==> src/rtl/rfsc_pkg.sv <==
// ----------------------------------------------------------------------------
// rfsc_pkg
// shared constants and types of the rtu frame receiver with silence framing
// ----------------------------------------------------------------------------
package rfsc_pkg;

  localparam int MAX_FRAME_BYTES = 256;
  localparam int CNT_W           = $clog2(MAX_FRAME_BYTES + 1);
  localparam int MIN_FRAME       = 4;

  localparam logic [15:0] CRC_SEED      = 16'hFFFF;
  localparam logic [15:0] CRC_POLY      = 16'hA001;
  localparam logic [15:0] SILENCE_RESET = 16'd1750;
  localparam logic [15:0] QUIET_MAX     = 16'hFFFF;

  localparam int Q_DEPTH = 4;
  localparam int Q_AW    = $clog2(Q_DEPTH);

  localparam logic OP_BYTE      = 1'b0;
  localparam logic OP_TICK      = 1'b1;
  localparam logic KIND_ECHO    = 1'b0;
  localparam logic KIND_VERDICT = 1'b1;

  typedef enum logic [1:0] {
    STATUS_VALID    = 2'd0,
    STATUS_SHORT    = 2'd1,
    STATUS_CRC      = 2'd2,
    STATUS_OVERFLOW = 2'd3
  } status_t;

  typedef struct packed {
    logic       kind;
    logic [7:0] echo_byte;
    logic [7:0] byte_position;
    logic [8:0] frame_length;
    status_t    status;
  } result_t;

  typedef struct packed {
    logic full;
    logic empty;
  } q_stat_t;

endpackage

==> src/rtl/rfsc_front.sv <==
// ----------------------------------------------------------------------------
// rfsc_front
// accepts bytes and ticks, keeps frame state and crc, builds result words
// ----------------------------------------------------------------------------
module rfsc_front import rfsc_pkg::*; (
  input  logic        clk,
  input  logic        rst_n,
  input  logic        in_valid,
  output logic        in_stall,
  input  logic        in_operation,
  input  logic [7:0]  in_data_byte,
  input  logic        cfg_we,
  input  logic [15:0] cfg_data,
  input  q_stat_t     q_stat,
  output logic        push,
  output result_t     push_word
);

  logic [15:0]      silence_r, silence_nxt;
  logic [CNT_W-1:0] count_r, count_nxt;
  logic [15:0]      crc_r, crc_nxt;
  logic [15:0]      quiet_r, quiet_nxt;
  logic             open_r, open_nxt;
  logic             ovf_r, ovf_nxt;

  logic             accept;
  logic             full_frame;
  logic [CNT_W-1:0] pos;
  logic [15:0]      limit;
  logic [15:0]      quiet_inc;
  logic [CNT_W+7:0] pos_ext;
  logic [CNT_W+8:0] len_ext;

  function automatic logic [15:0] crc_byte(input logic [15:0] crc, input logic [7:0] b);
    logic [15:0] c;
    c = crc ^ {8'h00, b};
    for (int i = 0; i < 8; i++) begin
      c = c[0] ? ((c >> 1) ^ CRC_POLY) : (c >> 1);
    end
    return c;
  endfunction

  assign in_stall = q_stat.full;
  assign accept   = in_valid && !in_stall;

  assign full_frame = ovf_r || (count_r >= CNT_W'(MAX_FRAME_BYTES));
  assign pos        = full_frame ? CNT_W'(MAX_FRAME_BYTES) : count_r;
  assign pos_ext    = {8'h00, pos};
  assign len_ext    = {9'h000, count_r};
  assign limit      = (silence_r == 16'd0) ? 16'd1 : silence_r;
  assign quiet_inc  = (quiet_r < QUIET_MAX) ? quiet_r + 16'd1 : quiet_r;

  always_comb begin
    silence_nxt = cfg_we ? cfg_data : silence_r;
    count_nxt   = count_r;
    crc_nxt     = crc_r;
    quiet_nxt   = quiet_r;
    open_nxt    = open_r;
    ovf_nxt     = ovf_r;
    push        = 1'b0;
    push_word   = '0;
    if (accept) begin
      if (in_operation == OP_BYTE) begin
        if (full_frame) begin
          ovf_nxt = 1'b1;
        end else begin
          crc_nxt   = crc_byte(crc_r, in_data_byte);
          count_nxt = count_r + CNT_W'(1);
        end
        open_nxt                = 1'b1;
        quiet_nxt               = 16'd0;
        push                    = 1'b1;
        push_word.kind          = KIND_ECHO;
        push_word.echo_byte     = in_data_byte;
        push_word.byte_position = (pos_ext > (CNT_W+8)'(255)) ? 8'hFF : pos_ext[7:0];
      end else if (open_r) begin
        quiet_nxt = quiet_inc;
        if (quiet_inc >= limit) begin
          push                   = 1'b1;
          push_word.kind         = KIND_VERDICT;
          push_word.frame_length = (len_ext > (CNT_W+9)'(511)) ? 9'h1FF : len_ext[8:0];
          if (ovf_r) begin
            push_word.status = STATUS_OVERFLOW;
          end else if (count_r < CNT_W'(MIN_FRAME)) begin
            push_word.status = STATUS_SHORT;
          end else if (crc_r != 16'd0) begin
            push_word.status = STATUS_CRC;
          end else begin
            push_word.status = STATUS_VALID;
          end
          count_nxt = '0;
          crc_nxt   = CRC_SEED;
          quiet_nxt = 16'd0;
          open_nxt  = 1'b0;
          ovf_nxt   = 1'b0;
        end
      end
    end
  end

  always_ff @(posedge clk) begin
    if (!rst_n) begin
      silence_r <= SILENCE_RESET;
      count_r   <= '0;
      crc_r     <= CRC_SEED;
      quiet_r   <= 16'd0;
      open_r    <= 1'b0;
      ovf_r     <= 1'b0;
    end else begin
      silence_r <= silence_nxt;
      count_r   <= count_nxt;
      crc_r     <= crc_nxt;
      quiet_r   <= quiet_nxt;
      open_r    <= open_nxt;
      ovf_r     <= ovf_nxt;
    end
  end

endmodule

==> config.mk <==
export PLATFORM = sky130hd
export DESIGN_NAME = rfsc_front
export DESIGN_NICKNAME = d
export VERILOG_FILES = /design/src/rtl/rfsc_pkg.sv /design/src/rtl/rfsc_front.sv
export SDC_FILE = /design/constraint.sdc
export NUM_CORES = 1
export LEC_CHECK = 0
export BUFFER_PORTS_ARGS = -buffer_cell sky130_fd_sc_hd__buf_2
export CORE_MARGIN = 5
export CORE_UTILIZATION = 55
export DETAILED_ROUTE_END_ITERATION = 12
export PLACE_DENSITY_LB_ADDON = 0.25
export SETUP_SLACK_MARGIN = 0.5
export SYNTH_ARGS = -nofsm -noshare
export SYNTH_HDL_FRONTEND = slang
export SYNTH_SLANG_ARGS = --single-unit
==> constraint.sdc <==
create_clock -name clk -period 8.1 [get_ports clk]
set_input_delay 2.43 -clock clk [delete_from_list [all_inputs] [get_ports clk]]
set_output_delay 2.43 -clock clk [all_outputs]
set_load 0.05 [all_outputs]
# Yosys cells after proc, flatten, opt, wreduce, memory -nomap -nowiden

Index checks and enable logic that the tools add are counted.
Widths: inputs -> output; s select.

Multipliers: 0
Bitwise operators: 9
Eq/ne operators: 3
Order comparisons: 6
Add/subtract/negate cells: 2
Reductions and logical operators: 9
Shifts and indexed selects: 0
Divide/modulo/power cells: 0
Multiplexer cells: 44

Operators with widths:

| cell                  | count |
|---|---|
| $mux 16               | 18 |
| $mux 9                | 6 |
| $mux 11               | 3 |
| $mux 28               | 1 |
| $not 2->3             | 8 |
| $add 16x1->16 const B | 1 |
| $ge 16x16->1          | 1 |
| $logic_not 16->1      | 1 |
| $lt 16x16->1 const B  | 1 |
| $reduce_bool 16->1    | 1 |
| $xor 16x8->16         | 1 |
| $mux 1                | 12 |
| $add 9x1->9 const B   | 1 |
| $ge 9x9->1 const B    | 1 |
| $gt 9x8->1 const B    | 1 |
| $gt 9x9->1 const B    | 1 |
| $lt 9x3->1 const B    | 1 |
| $mux 8                | 1 |
| $reduce_and 4->1      | 2 |
| $mux 2                | 3 |
| $ne 2x1->1 const B    | 2 |
| $ne 2x2->1 const B    | 1 |
| $reduce_and 2->1      | 1 |
| $reduce_bool 2->1     | 1 |
| 3 further kinds       | 3 |

Memories: 0
Flip-flop bits (word level): 59
Bits in writable memories: 0
Bits in read-only memories: 0
Logic and storage cells: 79
Output and inout port bits: 30
Bits in latches: 0
Input bits: 31

# Logic depth before layout (Yosys ltp)

Depth after elaboration: 19
Gate-level depth with buffers: 15
Gate-level depth less buffers: 12

# Worst setup path after synthesis

Ideal clock, no wire load.

Path type: input to output
Start point: in in_operation
End point: out push_word[0] (netlist bit)
Path buffers: 1
Slack: 1433 ps
Cell stages on the path: 4
Data arrival time: 4237 ps
Data required time: 5670 ps
Cells stage by stage: clkbuf_1 > nand3_1 > a31oi_1 > a21boi_0

RTL lines:

| element         | RTL line         | source |
|---|---|---|
| start, declared | rfsc_front.sv:10 | `input logic in_operation,` |
| end, declared   | rfsc_front.sv:16 | `output result_t push_word` |

# Worst setup path after layout

Start point: reg quiet_r[0]
End point: out push

Word-level cells in the longest chain between the ends: 7
Elaborated cells on any way between the ends: 8
Those cells by class: 1 x add/sub; 2 x order compare; 5 x mux

RTL lines:

| element                                       | RTL line          | source |
|---|---|---|
| start, declared                               | rfsc_front.sv:22  | `logic [15:0] quiet_r, quiet_nxt;` |
| start signal, assigned                        | rfsc_front.sv:113 | `quiet_r <= quiet_nxt;` |
| $add 16x1->16 or $lt 16x16->1 (tied branches) | rfsc_front.sv:51  | `assign quiet_inc = (quiet_r < QUIET_MAX) ? quiet_r + 16'd1 : quiet_r;` |
| $mux 16 *                                     | rfsc_front.sv:51  |  |
| $ge 16x16->1 *                                | rfsc_front.sv:78  | `if (quiet_inc >= limit) begin` |
| $mux 1 *                                      | rfsc_front.sv:78  |  |
| $mux 1 *                                      | rfsc_front.sv:76  | `end else if (open_r) begin` |
| $mux 1 *                                      | rfsc_front.sv:63  | `if (in_operation == OP_BYTE) begin` |
| $mux 1 *                                      | rfsc_front.sv:62  | `if (accept) begin` |
| end, declared                                 | rfsc_front.sv:15  | `output logic push,` |

Mark *: on every way between the ends. The rest lies on a longest branch, timed or not.

==> summary.md <==
| Metric | Value |
|---|---|
| Status | finished clean |
| Routability congestion estimate | roughly 0.87 |
| Slowest cell on crit path | and4_1 |
| # nets final | approximately 540 |
| Via count | 3494 |
| Synth Warn # | 0 |
| Gr usage total | 22.3% |
| Slew @ Worst Pin | approximately 1.3 ns |
| Power Density | between 150 and 200 nW/um2 |
| Drt wl/cell | around 16 um |
| Crit path cell chain | ha_1 -> nand3_1 -> nor3_1 -> nor3b_1 -> mux2_2 -> ha_1 -> nand4_2 -> nor3_1 -> nor3_1 -> and4_1 -> nor2_1 -> buf_2 |
| Worst skew pair latency | ~0.35 ns |
| Vias per cell | ~6 |
| Worst endpoint required time | around 5.7 ns |
| Slew Limit Fails | 0 |
| Worst setup endpoint | push |
| Crit share post-route | a little over four fifths |
| TritonCTS Buffers | 9 |
| H-Tree Depth | 3 |
| Ys async rst share | 0% |
| R2r setup slk | between 3 and 4 ns |
| Post-CTS sizing | 0 |
| Crit Reg-Reg Startpoint | quiet_r[0] |
| DRC | 0 |
| Initial core utilization | roughly 57% |
| TritonCTS clock tree | done |
| Clock power share | 40.1% |
| CTS root buffer | clkbuf_8 |
| Combinational Power Share | about 14% |
| Final setup fails | 0 |
| CTS clk-pin slew, worst paths | 0.07 ns |
| Worst r2r path cells | 12 |
| Antenna viol nets, final | 0 |
| Inserted Diodes | 0 |
| Vias in the first global route | 3374 |
| Final cell count without fillers | about 580 |
| Sw Share | 27.5% |
| RSZ-0062 raised after global routing | false |
| Crit path DAT | 4.44 ns |
| Hold Buf Count CTS | 0 |
| Largest net degree at the start of global routing | 25 |
| Largest stage delay, worst path | just over 0.8 ns |
| Die Ht | between 90 and 100 um |
| Placement Cell Area | 3980 um2 |
| Post-Place Cells | 560 |
| Area leader, netlist | dfxtp_1 |
| Longest Clk Path Bufs | 2 |
| Final HPWL DP | 6450 um |
| Clock sink count | 59 |
| CP endpoint kind | primary output |
| Internal power | between 0.4 and 0.5 mW |
| Leak | approximately 1.9 nW |
| Final Hold Vio Count | 0 |
| IO buf count | roughly 60 |
| Iter 0 DRT Violations | roughly 140 |
| Switching power | roughly 0.19 mW |
| Syn Nets | between 400 and 500 |
| Post-route minimum period | between 6 and 7 ns |
| Crit-path max FO | 24 |
| Layout fillers | between 500 and 600 |
| Post-synthesis register bit count | around 60 |
| RR Endpoint | crc_r[0] |
| First-pass GRT wire length | ~15000 um |
| Die ar. | about 8400 um2 |
| Rows | 29 |
| Max Clock Freq | about 150 MHz |
| Synthesized area per cell | 8.22 um2 |
| Largest cells by area after synthesis | dfxtp_1, ha_1, nand3_1 |
| Gr ovfl total | 0 |
| Drt total wl | approximately 9100 um |
| Mapped Area | 3670 um2 |
| Post-synth cell types | 57 |
| Post-CTS Setup Repair Bufs | 0 |
| Register area share after synthesis | 32.2% |
| 1st-pass router iterations | 4 |
| Peak supply drop | roughly 0.00012 V |
| Power Total | ~0.67 mW |
| Yosys top cell area share | about a third |
| Syn-to-layout area delta | 13.7% |
| Max Cap Viol | 0 |
| EDFF count, synth | 0 |
| Sequential share of power | between 40% and 50% |
| CP Class | flop to primary output |
| Post-synthesis instance total | about 450 |
| Slew margin rel. | ~14% |
| Clock Skews | roughly 0.0094 ns |
| Fraction of layout cells with a size suffix above 1 | between 10% and 20% |
| Crit path launch type | flop |
| Initial antenna violation count | 0 |
| Setup TNS | 0 ns |
| Core area | about 6400 um2 |
| Worst hold margin | 0.498 ns |
| Hold Crit Class | flop to flop |
| Top FF cell, synth | dfxtp_1 |
| Ports | 61 |
| Die Width | between 90 and 100 um |
| Crit path from | quiet_r[0] |
| Post-route cell area | 4170 um2 |
| Most used cell, CP | nor3_1 |
| Highest-count cells in the layout ignoring fill and taps | dfxtp_1, buf_2, nor2_1 |
[layer usage]
| layer | global-route usage (%) | part of all wire (%) | vias up |
|---|---|---|---|
| li1 | - | - | 1715 |
| met1 | 26.3 | 43 | 1636 |
| met2 | 38.5 | 48 | 124 |
| met3 | 4.99 | 7.0 | 19 |
| met4 | 10.3 | 2.1 | 0 |
| met5 | 0 | 0 | - |
[sequential cells by signal, indices dropped and copies added, names as in the netlist]
| name | flops |
|---|---|
| open_r | 1 |
| ovf_r | 1 |
| silence_r | 16 |
| quiet_r | 16 |
| count_r | 9 |
| crc_r | 16 |
[Yosys cell counts (10+ instances only)]
cell type,count
o21a_1,12
and3_1,14
xnor2_1,15
o21ai_0,20
nor2_1,38
o211ai_1,11
dfxtp_1,59
and2_1,10
inv_1,23
nand3_1,33
ha_1,19
clkbuf_1,22
a21oi_1,31
nand2_1,22
xor2_1,11
[power groups by stage]
stage	clock (mW)	sequential, mW	combinational (mW)
2_1_floorplan	0	0.311	0.0744
3_3_place_gp	0	0.313	0.0943
3_5_place_dp	0	0.314	0.0959
4_1_cts	0.272	0.307	0.0965
5_1_grt	0.287	0.308	0.106
6_report	0.270	0.307	0.0966
[area by class of cell]
type / count / area, um2 / share of cell area, %
Inverter: 23 / 86.3 / 2.07
Sequential cell: 59 / 1180 / 28.3
Timing Repair Buffer: 62 / 318 / 7.61
Tap cell: 77 / 96.3 / 2.31
Multi-Input combinational cell: 339 / 2300 / 55.1
Clock inverter: 5 / 53.8 / 1.29
Clock buffer: 10 / 138 / 3.30
[cells by family (layout without fill, tap and decap cells)]
group / Yosys count / in the layout / synth area share, %
multiplexers: 12 / 12 / 3.37
flip-flops: 59 / 59 / 32.2
buffers and inverters: 49 / 100 / 5.18
AND/OR/NAND/NOR: 167 / 167 / 24.6
adder cells (fa/ha/maj): 19 / 19 / 6.47
XOR/XNOR: 31 / 31 / 8.76
AO/OA/AOI/OAI: 110 / 110 / 19.5
[per-stage QoR]
step,setup WS (ns),util [%]
after floorplan,1.43,-
after CTS,1.25,65.0
after detailed placement,1.48,62.0
final,1.23,65.0
after global placement,1.51,62.0
after global routing,0.860,65.0
[worst min-delay path by stage]
stage          slack [ns]  depth (start not counted)          from           end
2_1_floorplan        0.46                          2  silence_r[0]  silence_r[0]
3_3_place_gp         0.48                          2    quiet_r[8]    quiet_r[8]
3_5_place_dp         0.49                          2    quiet_r[8]    quiet_r[8]
4_1_cts              0.50                          2    quiet_r[8]    quiet_r[8]
5_1_grt              0.54                          2     crc_r[10]      crc_r[2]
6_report             0.50                          2    quiet_r[8]    quiet_r[8]
[worst max-delay path, delay by kind of cell, from the launching register on]
family,cells,cell delay [ns]
adder cells (fa/ha/maj),2,0.60
flip-flops,1,0.44
multiplexers,1,0.38
buffers and inverters,1,0.24
AND/OR/NAND/NOR,8,2.43
No activity file was read; power rests on OpenSTA's default activity.
